File: src/sle_pkg.sv
// ----------------------------------------------------------------------------
// sle_pkg
// Shared types, control word layout and the microprogram of the sequential
// list engine.
// ----------------------------------------------------------------------------
`timescale 1ns / 1ps

package sle_pkg;

  // Field widths and defaults
  localparam int CAPACITY_DEF = 128;
  localparam int DATA_W       = 32;
  localparam int OP_W         = 3;
  localparam int POS_W        = 8;
  localparam int CNT_W        = 8;
  localparam int STAT_W       = 2;
  localparam int FIDX_W       = 7;
  localparam int LEN_W        = 8;
  localparam int UPC_W        = 5;

  typedef logic [UPC_W-1:0] upc_t;

  typedef enum logic [OP_W-1:0] {
    OP_APPEND, OP_READ, OP_INSERT, OP_DELETE,
    OP_LOCATE, OP_PRIOR, OP_NEXT, OP_CLEAR
  } opcode_t;

  typedef enum logic [STAT_W-1:0] {
    ST_OK, ST_MISS, ST_FULL
  } status_t;

  // Branch conditions
  typedef enum logic [4:0] {
    C_NONE, C_DISPATCH, C_OUT_FREE, C_FULL, C_POS_GE_USED, C_POS_GT_USED,
    C_POS_EQ_USED, C_DEL_BAD, C_DEL_NONE, C_PTR_EQ_POS1, C_SP_EQ_USED,
    C_STOP, C_MATCH, C_OP_LOCATE, C_OP_PRIOR, C_PTR_ZERO, C_LAST, C_USED_ZERO
  } cond_t;

  // Read address select
  typedef enum logic [2:0] {
    RA_POS, RA_USED_M1, RA_PTR_M2, RA_POS_CNT, RA_SP, RA_ZERO, RA_PTR_P1,
    RA_PTR_M1
  } ra_t;

  typedef enum logic [1:0] {WA_PTR, WA_USED, WA_POS} wa_t;
  typedef enum logic {WD_RDATA, WD_VALUE} wd_t;

  typedef enum logic [2:0] {
    P_HOLD, P_LOAD_USED, P_LOAD_POS, P_LOAD_ZERO, P_DEC, P_INC
  } ptr_op_t;

  typedef enum logic [1:0] {S_HOLD, S_LOAD_POS_CNT1, S_INC} sp_op_t;
  typedef enum logic [1:0] {U_HOLD, U_INC, U_SUB_CNT, U_CLEAR} used_op_t;
  typedef enum logic [1:0] {SS_NONE, SS_MISS, SS_FULL} set_st_t;

  // One control word per microstep
  typedef struct packed {
    cond_t    cond;
    upc_t     jt;        // target when condition holds
    upc_t     nt;        // target otherwise
    logic     squash;    // drop datapath actions when the branch is taken
    logic     we;
    wa_t      wa;
    wd_t      wd;
    logic     re;
    ra_t      ra;
    ptr_op_t  ptr_op;
    sp_op_t   sp_op;
    used_op_t used_op;
    set_st_t  set_st;
    logic     load_data;
    logic     load_fidx;
    logic     load_out;
  } ctrl_t;

  // Datapath status toward the sequencer
  typedef struct packed {
    logic full;
    logic pos_ge_used;
    logic pos_gt_used;
    logic pos_eq_used;
    logic del_bad;
    logic del_none;
    logic ptr_eq_pos1;
    logic sp_eq_used;
    logic stop;
    logic match;
    logic op_locate;
    logic op_prior;
    logic ptr_zero;
    logic last;
    logic used_zero;
  } flags_t;

  // Microprogram addresses
  localparam upc_t A_FETCH     = 5'd0;
  localparam upc_t A_RESULT    = 5'd1;
  localparam upc_t A_MISS      = 5'd2;
  localparam upc_t A_FULL      = 5'd3;
  localparam upc_t A_APPEND    = 5'd4;
  localparam upc_t A_READ      = 5'd5;
  localparam upc_t A_LOAD      = 5'd6;
  localparam upc_t A_INS       = 5'd7;
  localparam upc_t A_INS_CHK   = 5'd8;
  localparam upc_t A_INS_EQ    = 5'd9;
  localparam upc_t A_INS_LOOP  = 5'd10;
  localparam upc_t A_INS_PUT   = 5'd11;
  localparam upc_t A_DEL       = 5'd12;
  localparam upc_t A_DEL_CHK   = 5'd13;
  localparam upc_t A_DEL_LOOP  = 5'd14;
  localparam upc_t A_DEL_END   = 5'd15;
  localparam upc_t A_SRCH      = 5'd16;
  localparam upc_t A_SRCH_LOOP = 5'd17;
  localparam upc_t A_SRCH_END  = 5'd18;
  localparam upc_t A_SRCH_OP   = 5'd19;
  localparam upc_t A_SRCH_OP2  = 5'd20;
  localparam upc_t A_LOC       = 5'd21;
  localparam upc_t A_PRIOR     = 5'd22;
  localparam upc_t A_NEXT      = 5'd23;
  localparam upc_t A_CLEAR     = 5'd24;
  localparam upc_t A_LAST      = 5'd24;

  // Entry point of each request's program
  function automatic upc_t entry_of(opcode_t op);
    upc_t a;
    case (op)
      OP_APPEND: a = A_APPEND;
      OP_READ:   a = A_READ;
      OP_INSERT: a = A_INS;
      OP_DELETE: a = A_DEL;
      OP_LOCATE: a = A_SRCH;
      OP_PRIOR:  a = A_SRCH;
      OP_NEXT:   a = A_SRCH;
      OP_CLEAR:  a = A_CLEAR;
      default:   a = A_FETCH;
    endcase
    return a;
  endfunction

  // Control store
  function automatic ctrl_t ucode(upc_t a);
    ctrl_t w;
    w = '0;
    case (a)
      A_FETCH: begin
        w.cond = C_DISPATCH;
        w.nt   = A_FETCH;
      end
      A_RESULT: begin
        w.cond     = C_OUT_FREE;
        w.jt       = A_FETCH;
        w.nt       = A_RESULT;
        w.load_out = 1'b1;
      end
      A_MISS: begin
        w.set_st = SS_MISS;
        w.nt     = A_RESULT;
      end
      A_FULL: begin
        w.set_st = SS_FULL;
        w.nt     = A_RESULT;
      end
      A_APPEND: begin
        w.cond    = C_FULL;
        w.jt      = A_FULL;
        w.nt      = A_RESULT;
        w.squash  = 1'b1;
        w.we      = 1'b1;
        w.wa      = WA_USED;
        w.wd      = WD_VALUE;
        w.used_op = U_INC;
      end
      A_READ: begin
        w.cond   = C_POS_GE_USED;
        w.jt     = A_MISS;
        w.nt     = A_LOAD;
        w.squash = 1'b1;
        w.re     = 1'b1;
        w.ra     = RA_POS;
      end
      A_LOAD: begin
        w.load_data = 1'b1;
        w.nt        = A_RESULT;
      end
      A_INS: begin
        w.cond = C_POS_GT_USED;
        w.jt   = A_MISS;
        w.nt   = A_INS_CHK;
      end
      A_INS_CHK: begin
        w.cond   = C_FULL;
        w.jt     = A_FULL;
        w.nt     = A_INS_EQ;
        w.squash = 1'b1;
        w.re     = 1'b1;
        w.ra     = RA_USED_M1;
        w.ptr_op = P_LOAD_USED;
      end
      A_INS_EQ: begin
        w.cond = C_POS_EQ_USED;
        w.jt   = A_INS_PUT;
        w.nt   = A_INS_LOOP;
      end
      A_INS_LOOP: begin
        // move one entry up, fetch the one below it
        w.cond   = C_PTR_EQ_POS1;
        w.jt     = A_INS_PUT;
        w.nt     = A_INS_LOOP;
        w.we     = 1'b1;
        w.wa     = WA_PTR;
        w.wd     = WD_RDATA;
        w.re     = 1'b1;
        w.ra     = RA_PTR_M2;
        w.ptr_op = P_DEC;
      end
      A_INS_PUT: begin
        w.we      = 1'b1;
        w.wa      = WA_POS;
        w.wd      = WD_VALUE;
        w.used_op = U_INC;
        w.nt      = A_RESULT;
      end
      A_DEL: begin
        w.cond   = C_DEL_BAD;
        w.jt     = A_MISS;
        w.nt     = A_DEL_CHK;
        w.squash = 1'b1;
        w.re     = 1'b1;
        w.ra     = RA_POS_CNT;
        w.ptr_op = P_LOAD_POS;
        w.sp_op  = S_LOAD_POS_CNT1;
      end
      A_DEL_CHK: begin
        w.cond = C_DEL_NONE;
        w.jt   = A_DEL_END;
        w.nt   = A_DEL_LOOP;
      end
      A_DEL_LOOP: begin
        // move one entry down by count, fetch the next source
        w.cond   = C_SP_EQ_USED;
        w.jt     = A_DEL_END;
        w.nt     = A_DEL_LOOP;
        w.we     = 1'b1;
        w.wa     = WA_PTR;
        w.wd     = WD_RDATA;
        w.re     = 1'b1;
        w.ra     = RA_SP;
        w.sp_op  = S_INC;
        w.ptr_op = P_INC;
      end
      A_DEL_END: begin
        w.used_op = U_SUB_CNT;
        w.nt      = A_RESULT;
      end
      A_SRCH: begin
        w.cond   = C_USED_ZERO;
        w.jt     = A_MISS;
        w.nt     = A_SRCH_LOOP;
        w.squash = 1'b1;
        w.re     = 1'b1;
        w.ra     = RA_ZERO;
        w.ptr_op = P_LOAD_ZERO;
      end
      A_SRCH_LOOP: begin
        // compare current entry, prefetch the next one
        w.cond   = C_STOP;
        w.jt     = A_SRCH_END;
        w.nt     = A_SRCH_LOOP;
        w.squash = 1'b1;
        w.re     = 1'b1;
        w.ra     = RA_PTR_P1;
        w.ptr_op = P_INC;
      end
      A_SRCH_END: begin
        w.cond = C_MATCH;
        w.jt   = A_SRCH_OP;
        w.nt   = A_MISS;
      end
      A_SRCH_OP: begin
        w.cond = C_OP_LOCATE;
        w.jt   = A_LOC;
        w.nt   = A_SRCH_OP2;
      end
      A_SRCH_OP2: begin
        w.cond = C_OP_PRIOR;
        w.jt   = A_PRIOR;
        w.nt   = A_NEXT;
      end
      A_LOC: begin
        w.load_fidx = 1'b1;
        w.nt        = A_RESULT;
      end
      A_PRIOR: begin
        w.cond   = C_PTR_ZERO;
        w.jt     = A_MISS;
        w.nt     = A_LOAD;
        w.squash = 1'b1;
        w.re     = 1'b1;
        w.ra     = RA_PTR_M1;
      end
      A_NEXT: begin
        w.cond   = C_LAST;
        w.jt     = A_MISS;
        w.nt     = A_LOAD;
        w.squash = 1'b1;
        w.re     = 1'b1;
        w.ra     = RA_PTR_P1;
      end
      A_CLEAR: begin
        w.used_op = U_CLEAR;
        w.nt      = A_RESULT;
      end
      default: begin
        w.nt = A_FETCH;
      end
    endcase
    return w;
  endfunction

endpackage

File: src/sequential_list_engine_top.sv
// ----------------------------------------------------------------------------
// sequential_list_engine_top
// Fixed-capacity ordered list of signed words run by a microcoded sequencer.
// Requests are run one at a time, with a fetch step between requests; insert,
//   delete and the searches walk the store one entry per cycle, and a result
//   that out_ready holds off keeps the engine in its result step.
// Reset: length clears at once, store contents are left as they are, and a
//   request is taken in the first cycle after reset.
// ----------------------------------------------------------------------------
`timescale 1ns / 1ps

module sequential_list_engine_top #(
  parameter int CAPACITY = sle_pkg::CAPACITY_DEF
) (
  input  logic                        clk,
  input  logic                        rst,
  input  logic                        in_valid,
  output logic                        in_ready,
  input  logic [sle_pkg::OP_W-1:0]    opcode,
  input  logic [sle_pkg::POS_W-1:0]   position,
  input  logic [sle_pkg::CNT_W-1:0]   count,
  input  logic signed [sle_pkg::DATA_W-1:0] value,
  output logic                        out_valid,
  input  logic                        out_ready,
  output logic [sle_pkg::STAT_W-1:0]  status,
  output logic signed [sle_pkg::DATA_W-1:0] data,
  output logic [sle_pkg::FIDX_W-1:0]  found_index,
  output logic [sle_pkg::LEN_W-1:0]   list_length
);
  import sle_pkg::*;

  ctrl_t             cw;
  flags_t            flags;
  logic              in_beat;
  logic              out_free;
  logic              out_load;
  status_t           res_status;
  logic [DATA_W-1:0] res_data;
  logic [FIDX_W-1:0] res_fidx;
  logic [LEN_W-1:0]  res_len;

  // Handshake
  assign in_ready = (cw.cond == C_DISPATCH);
  assign in_beat  = in_valid && in_ready;
  assign out_free = !out_valid || out_ready;
  assign out_load = cw.load_out && out_free;

  sle_useq u_useq (
    .clk      (clk),
    .rst      (rst),
    .in_valid (in_valid),
    .out_free (out_free),
    .opcode   (opcode),
    .flags    (flags),
    .cw       (cw)
  );

  sle_dpath #(
    .CAPACITY (CAPACITY)
  ) u_dpath (
    .clk        (clk),
    .rst        (rst),
    .cw         (cw),
    .in_beat    (in_beat),
    .opcode     (opcode),
    .position   (position),
    .count      (count),
    .value      (value),
    .flags      (flags),
    .res_status (res_status),
    .res_data   (res_data),
    .res_fidx   (res_fidx),
    .res_len    (res_len)
  );

  // Output register
  always_ff @(posedge clk) begin
    if (rst) begin
      out_valid <= 1'b0;
    end else if (out_load) begin
      out_valid <= 1'b1;
    end else if (out_ready) begin
      out_valid <= 1'b0;
    end
  end

  always_ff @(posedge clk) begin
    if (out_load) begin
      status      <= res_status;
      data        <= res_data;
      found_index <= res_fidx;
      list_length <= res_len;
    end
  end

  a_one_at_a_time: assert property (@(posedge clk) disable iff (rst)
    in_beat |=> !in_ready)
    else $error("request taken while the previous one is still running");

  a_status_code: assert property (@(posedge clk) disable iff (rst)
    out_valid |-> (status == ST_OK || status == ST_MISS || status == ST_FULL))
    else $error("undefined status on result");

endmodule

File: src/sle_useq.sv
// ----------------------------------------------------------------------------
// sle_useq
// Microsequencer: step counter, control store lookup and branch selection.
// ----------------------------------------------------------------------------
`timescale 1ns / 1ps

module sle_useq (
  input  logic                     clk,
  input  logic                     rst,
  input  logic                     in_valid,
  input  logic                     out_free,
  input  logic [sle_pkg::OP_W-1:0] opcode,
  input  sle_pkg::flags_t          flags,
  output sle_pkg::ctrl_t           cw
);
  import sle_pkg::*;

  upc_t  upc;
  upc_t  upc_next;
  ctrl_t word;
  logic  taken;

  // Control store read
  assign word = ucode(upc);

  // Branch condition select
  always_comb begin
    case (word.cond)
      C_NONE:        taken = 1'b0;
      C_DISPATCH:    taken = in_valid;
      C_OUT_FREE:    taken = out_free;
      C_FULL:        taken = flags.full;
      C_POS_GE_USED: taken = flags.pos_ge_used;
      C_POS_GT_USED: taken = flags.pos_gt_used;
      C_POS_EQ_USED: taken = flags.pos_eq_used;
      C_DEL_BAD:     taken = flags.del_bad;
      C_DEL_NONE:    taken = flags.del_none;
      C_PTR_EQ_POS1: taken = flags.ptr_eq_pos1;
      C_SP_EQ_USED:  taken = flags.sp_eq_used;
      C_STOP:        taken = flags.stop;
      C_MATCH:       taken = flags.match;
      C_OP_LOCATE:   taken = flags.op_locate;
      C_OP_PRIOR:    taken = flags.op_prior;
      C_PTR_ZERO:    taken = flags.ptr_zero;
      C_LAST:        taken = flags.last;
      C_USED_ZERO:   taken = flags.used_zero;
      default:       taken = 1'b0;
    endcase
  end

  // Next step
  always_comb begin
    if (word.cond == C_DISPATCH) begin
      upc_next = in_valid ? entry_of(opcode_t'(opcode)) : word.nt;
    end else begin
      upc_next = taken ? word.jt : word.nt;
    end
  end

  // Squashed steps drop their datapath actions
  always_comb begin
    cw = word;
    if (word.squash && taken) begin
      cw.we        = 1'b0;
      cw.re        = 1'b0;
      cw.ptr_op    = P_HOLD;
      cw.sp_op     = S_HOLD;
      cw.used_op   = U_HOLD;
      cw.set_st    = SS_NONE;
      cw.load_data = 1'b0;
      cw.load_fidx = 1'b0;
    end
  end

  // Step counter
  always_ff @(posedge clk) begin
    if (rst) begin
      upc <= A_FETCH;
    end else begin
      upc <= upc_next;
    end
  end

  a_upc_in_program: assert property (@(posedge clk) disable iff (rst)
    upc <= A_LAST)
    else $error("step counter outside the microprogram");

endmodule

File: src/sle_dpath.sv
// ----------------------------------------------------------------------------
// sle_dpath
// List datapath: entry store, request latches, pointers, length and the
// working result registers, driven by the control word and the request beat.
// ----------------------------------------------------------------------------
`timescale 1ns / 1ps

module sle_dpath #(
  parameter int CAPACITY = sle_pkg::CAPACITY_DEF
) (
  input  logic                        clk,
  input  logic                        rst,
  input  sle_pkg::ctrl_t              cw,
  input  logic                        in_beat,
  input  logic [sle_pkg::OP_W-1:0]    opcode,
  input  logic [sle_pkg::POS_W-1:0]   position,
  input  logic [sle_pkg::CNT_W-1:0]   count,
  input  logic [sle_pkg::DATA_W-1:0]  value,
  output sle_pkg::flags_t             flags,
  output sle_pkg::status_t            res_status,
  output logic [sle_pkg::DATA_W-1:0]  res_data,
  output logic [sle_pkg::FIDX_W-1:0]  res_fidx,
  output logic [sle_pkg::LEN_W-1:0]   res_len
);
  import sle_pkg::*;

  localparam int CW = $clog2(CAPACITY + 1);
  localparam int AW = $clog2(CAPACITY);
  localparam int XW = (CW > POS_W + 1) ? CW : POS_W + 1;
  localparam int PW = XW + 1;

  // Request latches
  opcode_t           op_q;
  logic [POS_W-1:0]  pos_q;
  logic [CNT_W-1:0]  cnt_q;
  logic [DATA_W-1:0] val_q;

  // Pointers and length
  logic [CW-1:0] used;
  logic [CW-1:0] ptr;
  logic [CW-1:0] sp;

  // Store
  logic [DATA_W-1:0] mem [CAPACITY];
  logic [DATA_W-1:0] rdata;
  logic [AW-1:0]     ra;
  logic [AW-1:0]     wa;
  logic [DATA_W-1:0] wd;

  // Working result
  status_t           st;
  logic [DATA_W-1:0] dat;
  logic [FIDX_W-1:0] fix;

  // Widened operands for compares
  logic [PW-1:0] used_x;
  logic [PW-1:0] ptr_x;
  logic [PW-1:0] sp_x;
  logic [PW-1:0] pos_x;
  logic [PW-1:0] pc_x;

  assign used_x = PW'(used);
  assign ptr_x  = PW'(ptr);
  assign sp_x   = PW'(sp);
  assign pos_x  = PW'(pos_q);
  assign pc_x   = PW'(pos_q) + PW'(cnt_q);

  // Flags toward the sequencer
  always_comb begin
    flags.full        = (used_x >= PW'(CAPACITY));
    flags.pos_ge_used = (pos_x >= used_x);
    flags.pos_gt_used = (pos_x > used_x);
    flags.pos_eq_used = (pos_x == used_x);
    flags.del_bad     = (pc_x > used_x);
    flags.del_none    = (pc_x == used_x);
    flags.ptr_eq_pos1 = (ptr_x == pos_x + PW'(1));
    flags.sp_eq_used  = (sp_x == used_x);
    flags.match       = (rdata == val_q);
    flags.last        = (ptr_x + PW'(1) == used_x);
    flags.stop        = flags.match || flags.last;
    flags.op_locate   = (op_q == OP_LOCATE);
    flags.op_prior    = (op_q == OP_PRIOR);
    flags.ptr_zero    = (ptr == '0);
    flags.used_zero   = (used == '0);
  end

  // Read address select
  always_comb begin
    case (cw.ra)
      RA_POS:     ra = AW'(pos_q);
      RA_USED_M1: ra = AW'(used - CW'(1));
      RA_PTR_M2:  ra = AW'(ptr - CW'(2));
      RA_POS_CNT: ra = AW'(pc_x);
      RA_SP:      ra = AW'(sp);
      RA_ZERO:    ra = '0;
      RA_PTR_P1:  ra = AW'(ptr + CW'(1));
      RA_PTR_M1:  ra = AW'(ptr - CW'(1));
      default:    ra = '0;
    endcase
  end

  // Write address and data select
  always_comb begin
    case (cw.wa)
      WA_PTR:  wa = AW'(ptr);
      WA_USED: wa = AW'(used);
      WA_POS:  wa = AW'(pos_q);
      default: wa = '0;
    endcase
    wd = (cw.wd == WD_VALUE) ? val_q : rdata;
  end

  // Entry store, one write and one registered read per cycle
  always_ff @(posedge clk) begin
    if (cw.we) begin
      mem[wa] <= wd;
    end
    if (cw.re) begin
      rdata <= mem[ra];
    end
  end

  // Request latches
  always_ff @(posedge clk) begin
    if (in_beat) begin
      op_q  <= opcode_t'(opcode);
      pos_q <= position;
      cnt_q <= count;
      val_q <= value;
    end
  end

  // Walk pointers
  always_ff @(posedge clk) begin
    case (cw.ptr_op)
      P_LOAD_USED: ptr <= used;
      P_LOAD_POS:  ptr <= CW'(pos_q);
      P_LOAD_ZERO: ptr <= '0;
      P_DEC:       ptr <= ptr - CW'(1);
      P_INC:       ptr <= ptr + CW'(1);
      default:     ptr <= ptr;
    endcase
    case (cw.sp_op)
      S_LOAD_POS_CNT1: sp <= CW'(pc_x + PW'(1));
      S_INC:           sp <= sp + CW'(1);
      default:         sp <= sp;
    endcase
  end

  // List length
  always_ff @(posedge clk) begin
    if (rst) begin
      used <= '0;
    end else begin
      case (cw.used_op)
        U_INC:     used <= used + CW'(1);
        U_SUB_CNT: used <= used - CW'(cnt_q);
        U_CLEAR:   used <= '0;
        default:   used <= used;
      endcase
    end
  end

  // Working result, cleared when a request is taken
  always_ff @(posedge clk) begin
    if (in_beat) begin
      st  <= ST_OK;
      dat <= '0;
      fix <= '0;
    end else begin
      case (cw.set_st)
        SS_MISS: st <= ST_MISS;
        SS_FULL: st <= ST_FULL;
        default: st <= st;
      endcase
      if (cw.load_data) begin
        dat <= rdata;
      end
      if (cw.load_fidx) begin
        fix <= FIDX_W'(ptr);
      end
    end
  end

  assign res_status = st;
  assign res_data   = dat;
  assign res_fidx   = fix;
  assign res_len    = LEN_W'(used);

  a_used_bound: assert property (@(posedge clk) disable iff (rst)
    used_x <= PW'(CAPACITY))
    else $error("list length above capacity");

  a_no_write_on_fetch: assert property (@(posedge clk) disable iff (rst)
    in_beat |-> (!cw.we && cw.used_op == U_HOLD))
    else $error("store or length changed while taking a request");

endmodule

File: config.mk
export PLATFORM = sky130hd
export DESIGN_NAME = sequential_list_engine_top
export DESIGN_NICKNAME = d
export VERILOG_FILES = /design/src/sle_pkg.sv /design/src/sequential_list_engine_top.sv /design/src/sle_useq.sv /design/src/sle_dpath.sv
export SDC_FILE = /design/constraint.sdc
export NUM_CORES = 2
export LEC_CHECK = 0
export BUFFER_PORTS_ARGS = -buffer_cell sky130_fd_sc_hd__clkbuf_2
export CORE_ASPECT_RATIO = 1.25
export CORE_MARGIN = 2
export CORE_UTILIZATION = 30
export DETAILED_ROUTE_END_ITERATION = 8
export PLACE_DENSITY = 0.41
export SETUP_SLACK_MARGIN = 0.1
export SYNTH_ARGS = -nofsm -noshare
export SYNTH_HDL_FRONTEND = slang
export SYNTH_MEMORY_MAX_BITS = 65536
export SYNTH_SLANG_ARGS = --single-unit
File: constraint.sdc
create_clock -name clk -period 7.9 [get_ports clk]
set_input_delay 0.79 -clock clk [delete_from_list [all_inputs] [get_ports clk]]
set_output_delay 0.79 -clock clk [all_outputs]
set_load 0.05 [all_outputs]
**Word level (Yosys, flattened, before mapping)**

Memory sizes are Yosys's and may differ from the RTL's. A register that Yosys moved wholly into a read port is not among the register bits.
Index checks and enable logic that the tools add are counted.
Widths: inputs -> output; s select.

- Equality and inequality tests: 70
- Bitwise operators: 0
- Shift operators: 0
- Reductions and logical operators: 28
- Multipliers: 0
- Magnitude comparators: 4
- Add/subtract/negate cells: 11
- Divide/modulo/power cells: 0
- Muxes and demuxes: 31

Operators by type and width:

| cell | count |
|---|---|
| $pmux 5 s17 | 1 |
| $eq 5x4->1 const B | 16 |
| $pmux 7 s8 | 1 |
| $eq 5x5->1 const B | 11 |
| $pmux 5 s11 | 1 |
| $eq 5x3->1 const B | 8 |
| $pmux 5 s8 | 1 |
| $pmux 8 s5 | 1 |
| $add 8x1->8 const B | 4 |
| $eq 32x32->1 | 1 |
| $mux 32 | 1 |
| $pmux 4 s8 | 1 |
| $eq 3x3->1 const B | 8 |
| $pmux 8 s3 | 1 |
| $pmux 7 s3 | 1 |
| $eq 5x2->1 const B | 4 |
| $add 8x1->9 const B | 2 |
| $eq 9x8->1 | 2 |
| $pmux 1 s17 | 1 |
| $eq 8x8->1 | 2 |
| $logic_not 8->1 | 2 |
| $pmux 8 s2 | 1 |
| $reduce_or 2->1 | 8 |
| $mux 5 | 3 |
| 34 further kinds | 62 |

- Output and inout bits: 51
- Memories: 2
- Memory bits (read-only): 40
- Register bits: 171
- Memory bits (writable): 4096
- Bits in latches: 0
- Input bits: 55
- Logic and storage cells: 162

Memories:

| memory | words | width | read ports | clocked after memory_dff | write ports | line | text |
|---|---|---|---|---|---|---|---|
| u_dpath.mem | 128 | 32 | 1 | 1 | 1 | sle_dpath.sv:44 | `logic [DATA_W-1:0] mem [CAPACITY];` |
| (no name shown) | 8 | 5 | 1 | 0 | 0 | sle_pkg.sv:126 | `case (op)` |

**Logic depth before layout (Yosys ltp)**

- Word-level depth: 9
- Gate-level depth with buffers: 25
- Depth with buffers taken out: 24

**Cells and area by module**

Synthesis repeated with hierarchy kept, for this count alone.

- Cells, all modules: 7475
- Area total of the unflattened synthesis: 164637.9 um^2

By module, submodules not included:

| module | cells each | area an instance (um^2) | sequential area each (um^2) | times used |
|---|---|---|---|---|
| sle_dpath | 7223 | 161821.4 | 126951.8 | 1 |
| sequential_list_engine_top | 58 | 1559.0 | 1491.4 | 1 |
| sle_useq | 194 | 1257.5 | 100.1 | 1 |

**Worst setup path after synthesis**

No wires, ideal clock.

- Kind: flip-flop to flip-flop
- From: register u_dpath.pos_q[0]
- To: memory u_dpath.mem[75][0] (enable)
- Buffers on the path: 2
- Required time: 7.439 ns
- Arrival: 6.187 ns
- Stages on the path, launching flop included: 18
- Path slack: 1.252 ns
- Period minus slack after synthesis: 6.648 ns
- Setup time: 0.461 ns
- Cells stage by stage: edfxtp_1 -> ha_1 -> fa_1 -> a211oi_1 -> o21bai_1 -> a211oi_1 -> a21oi_1 -> ha_1 -> nand3_1 -> nor3_1 -> or3_1 -> nand4_1 -> a211oi_2 -> nand3_2 -> o31a_1 -> buf_4 -> buf_2 -> nor3_1

- Longest elaborated chain between the ends: 7
- Elaborated cells between the ends (all ways): 14

RTL lines:

| element | line | text |
|---|---|---|
| start, declared | sle_dpath.sv:34 | `logic [POS_W-1:0] pos_q;` |
| start signal, assigned | sle_dpath.sv:127 | `pos_q <= position;` |
| $add 8x8->9 / $add 8x1->9 (equally long branches) | sle_dpath.sv:66, sle_dpath.sv:76 |  |
| $gt 9x8->1 (tied with other cells) | sle_dpath.sv:74 | `flags.del_bad = (pc_x > used_x);` |
| $pmux 1 s17 | sle_useq.sv:28 | `case (word.cond)` |
| $logic_and 1x1->1 | sle_useq.sv:63 | `if (word.squash && taken) begin` |
| $mux 1 | sle_useq.sv:63 |  |
| $mux 1 | sle_dpath.sv:115 | `if (cw.we) begin` |
| $mux 1 (implied by the code) | sle_dpath.sv:116 | `mem[wa] <= wd;` |
| end, declared | sle_dpath.sv:44 |  |

Several ways; a longest one is shown, not always the timed one.

**Worst setup path after layout**

- From: register u_dpath.pos_q[0]
- To: register u_dpath.rdata[21], read port of u_dpath.mem (data pin)

- Longest elaborated chain between the ends: 5
- Elaborated cells between the ends (all ways): 12

RTL lines:

| element | line | text |
|---|---|---|
| $add 8x8->9 / $add 8x1->9 (equally long branches) | sle_dpath.sv:66, sle_dpath.sv:76 |  |
| $gt 9x8->1 (tied with other cells) | sle_dpath.sv:74 |  |
| $pmux 1 s17 | sle_useq.sv:28 |  |
| $logic_and 1x1->1 | sle_useq.sv:63 |  |
| $mux 1 | sle_useq.sv:63 |  |
| end, declared | sle_dpath.sv:45 | `logic [DATA_W-1:0] rdata;` |

Several ways; a longest one is shown, not always the timed one.
A chain may end at the register's enable or synchronous reset.

==> metrics.cfg <==
[logic_synthesis]
yosysWarnings = 0
synth-seq-area-share_pct = 74.0
synthCells = 12840
synth_cell_type_count = 104
synth_top_area_share_pct = 73.3
ys_seq_elements = 4299
synthTopCellsByArea = edfxtp_1 (73%), nand2_1 (7.3%), nand3_1 (3.5%)
syn-num-nets = 12942
synth.cell_area_um2 = 174000
ys_async_sr_fraction_pct = 0
yosys-top-cells-count = edfxtp_1 (4244), nand2_1 (3401), nand3_1 (1199)
synth_ff_type = edfxtp_1
yosysMostFrequentCell = edfxtp_1
synth_edf_count = 4244
synth_top_area_cell = edfxtp_1
synth_area_per_cell_um2 = 13.5

[worst_setup_path]
reg2reg_to = u_dpath.rdata[21]$_DFFE_PP_
max_stage_delay_ns = 1.00
cp_max_fo = 43
worstSetupPathType = reg2reg
cp.required_ns = 8.85
worst-r2r-cell-count = 16
endpoint_kind = flop
cp_cell_sequence = ha_1, fa_1, and3b_1, o22ai_1, a41o_4, buf_12, buf_4, nand2_1, and3_1, a311oi_1, a311oi_1, buf_4, a31oi_1, nor4b_1, buf_4, a211o_1
worstPathArrival_ns = 8.02
path_buf_inv = 4
crit_path_start_kind = flop
reg2reg_setup_slack_ns = 0.83
crit_start = u_dpath.pos_q[0]$_DFFE_PP_
crit_top_cell = buf_4
slowest_stage = a41o_4
cp_top_family = compound AO/OA/AOI/OAI gates
r2r-start = u_dpath.pos_q[0]$_DFFE_PP_

[detailed_routing]
routedWlPerCell_um = 33.4
drt_wl_total_um = 713000
drt-initial-drc-count = 14920
ant_nets = 0
drtPass1Iterations = 8
drc_errors = 0
viasPerCell = 5.44
num_vias = 116062

[status]
status = complete, but fails checks
failed_checks = capacitance limit, slew limit

[sta]
period_needed_ns = 7.07
slew_headroom_pct = -2.41
fmax_ghz = 0.141
slew_viol_final = 1
hold_viol = 0
whs_ns = 0.131
setup_violations = 0
tns_ns = 0
post-route-period-util_pct = 89.5
rsz0062_at_grt = no
tightest_slew_ns = 1.50
fin_skew_ns = 0.0911

[cells_and_area]
area_growth_pct = 16.6
drive_gt1_share_pct = 13.2
fin_util_pct = 35.1
nNetsFinal = 13354
final_cells = 21336

[floorplan]
start_util_pct = 30.1
fp.coreArea_um2 = 577000
die_w_um = 685
dieArea_um2 = 586000
boundaryPins = 106
die_h_um = 855
num_rows = 312

[clock_network]
clk_pin_slew_ns = 0.07
post_cts_buffers = 0
clock_latency_ns = 1.07
h-tree-depth = 5
cts_tree = built
numCtsBuffers = 446
cts_resized = 0
cts_sinks = 4299
root_buffer = clkbuf_16
cts_buffer_depth = 4

[grt]
grt_pass1_wl_um = 968000
grt_pass1_vias = 111552
overflow = 0
track_usage_pct = 23.6
antenna_found_initial = 55
grt_max_degree = 131

[place]
hpwl_um = 443000
gp_congestion = 0.876
placedCellCount = 20445
io_buffers = 105

[hold_path]
min_to = u_useq.upc[4]$_SDFF_PP0_
hold_start = in_valid
whs_path_depth = 3
hp-class = in2reg

[flow_run]
maxCapViolations = 1

[power_and_ir_drop]
pwr-share-comb_pct = 47.6
p_clk_share_pct = 21.5
p_switching_mw = 45.9
p_int_mw = 52.0
seq_power_share_pct = 30.9
p_sw_share_pct = 46.9
power.total_mw = 97.9
p_leak_nw = 66.8
ir_drop_uv = 545
power_density_nw_per_um2 = 483

tightest hold or removal path: cells and delay by family:
family	cells	cell delay, ns
AOI/OAI and AO/OA	1	0.08
buffers and inverters	1	0.15
and+or+nand+nor	1	0.10
repair_timing:
action / 4_1_cts / 5_1_grt
hold endpoints to repair: 52 / 0
hold buffers: 52 / 0
setup endpoints to repair: 0 / 0
power by group through the flow:
| stage | sequential [mW] | clock [mW] | combinational [mW] |
|---|---|---|---|
| 2_1_floorplan | 31.0 | 0 | 20.6 |
| 3_3_place_gp | 30.7 | 0 | 46.3 |
| 3_5_place_dp | 30.7 | 0 | 46.5 |
| 4_1_cts | 30.2 | 21.4 | 46.6 |
| 5_1_grt | 30.2 | 22.2 | 48.1 |
| 6_report | 30.3 | 21.1 | 46.6 |
worst max path at each step:
stage | endpoint | cells after the start | slack [ns]
floorplan | u_dpath.mem[75][0]$_DFFE_PP_ | 17 | 1.25
global placement | u_dpath.rdata[22]$_DFFE_PP_ | 14 | 0.69
detailed placement | u_dpath.rdata[21]$_DFFE_PP_ | 16 | 0.84
CTS | u_dpath.rdata[21]$_DFFE_PP_ | 16 | 0.77
global route | u_dpath.rdata[21]$_DFFE_PP_ | 16 | 0.60
finish | u_dpath.rdata[21]$_DFFE_PP_ | 16 | 0.83
logic make-up (layout without fill, tap and decap cells):
family	after synthesis	count (layout)	share of synthesized area, %
AND/OR/NAND/NOR	5324	5324	13.2
buffers and inverters	957	1743	2.71
multiplexers	227	227	1.59
AO/OA/AOI/OAI	1897	1897	7.78
XOR/XNOR	89	89	0.464
adder cells (fa/ha/maj)	47	47	0.347
flip-flops	4299	4299	74.0
other	0	17	0
flip-flops by register name, summed over array words and instances (netlist names), 32 cells and up:
register	cells
u_dpath.res_data	32
u_dpath.rdata	32
data	32
u_dpath.mem	4096
u_dpath.val_q	32
area by class of cell:
cell class,instances,area (um^2)
clock buffer,550,11700
sequential,4299,129000
inverter,35,131
multi-input combinational,7584,42000
clock inverter,272,2530
timing repair buffer,886,8050
fill,55620,375000
tap,7693,9630
antenna,17,42.5
stage by stage:
step / area (um^2) / worst slack [ns]
2_1_floorplan: 174000 / 1.25
3_3_place_gp: 188000 / 0.688
3_5_place_dp: 188000 / 0.836
4_1_cts: 203000 / 0.773
5_1_grt: 203000 / 0.605
6_report: 203000 / 0.826
metal layers:
layer / part of all wire [%] / global-route usage (%) / vias to the layer above
li1: - / - / 49400
met1: 41 / 31.2 / 60676
met2: 47 / 39.0 / 5063
met3: 6.8 / 3.03 / 917
met4: 5.0 / 10.2 / 6
met5: 0.0060 / 0 / -
cell usage in the layout (no fill, tap or decap), types with 32 or more instances in the layout:
cell,netlist,final
buf_4,92,607
nand4_1,39,39
xnor2_1,66,66
a311oi_1,353,342
nor3_1,165,43
a2111oi_0,43,34
and3_1,238,236
bufinv_16,0,41
clkbuf_2,1,105
a22oi_1,73,73
ha_1,45,45
nor2_1,132,119
clkbuf_16,0,452
nand2_4,0,32
clkinv_1,1,105
nand2_1,3401,3362
mux2i_1,140,140
dlygate4sd3_1,0,52
mux4_2,32,32
nand3_1,1199,1196
a221oi_1,83,83
inv_1,32,32
clkinv_2,0,89
a21oi_1,556,552
dfxtp_1,55,55
nor4_1,50,42
nor3_2,2,123
o21ai_0,139,138
clkbuf_1,211,93
o221ai_1,48,48
a32oi_1,151,151
a31oi_1,191,190
buf_12,0,121
mux2_2,54,54
edfxtp_1,4244,4244
a32o_1,57,57
Note: power is estimated with default switching activity, not from simulation.
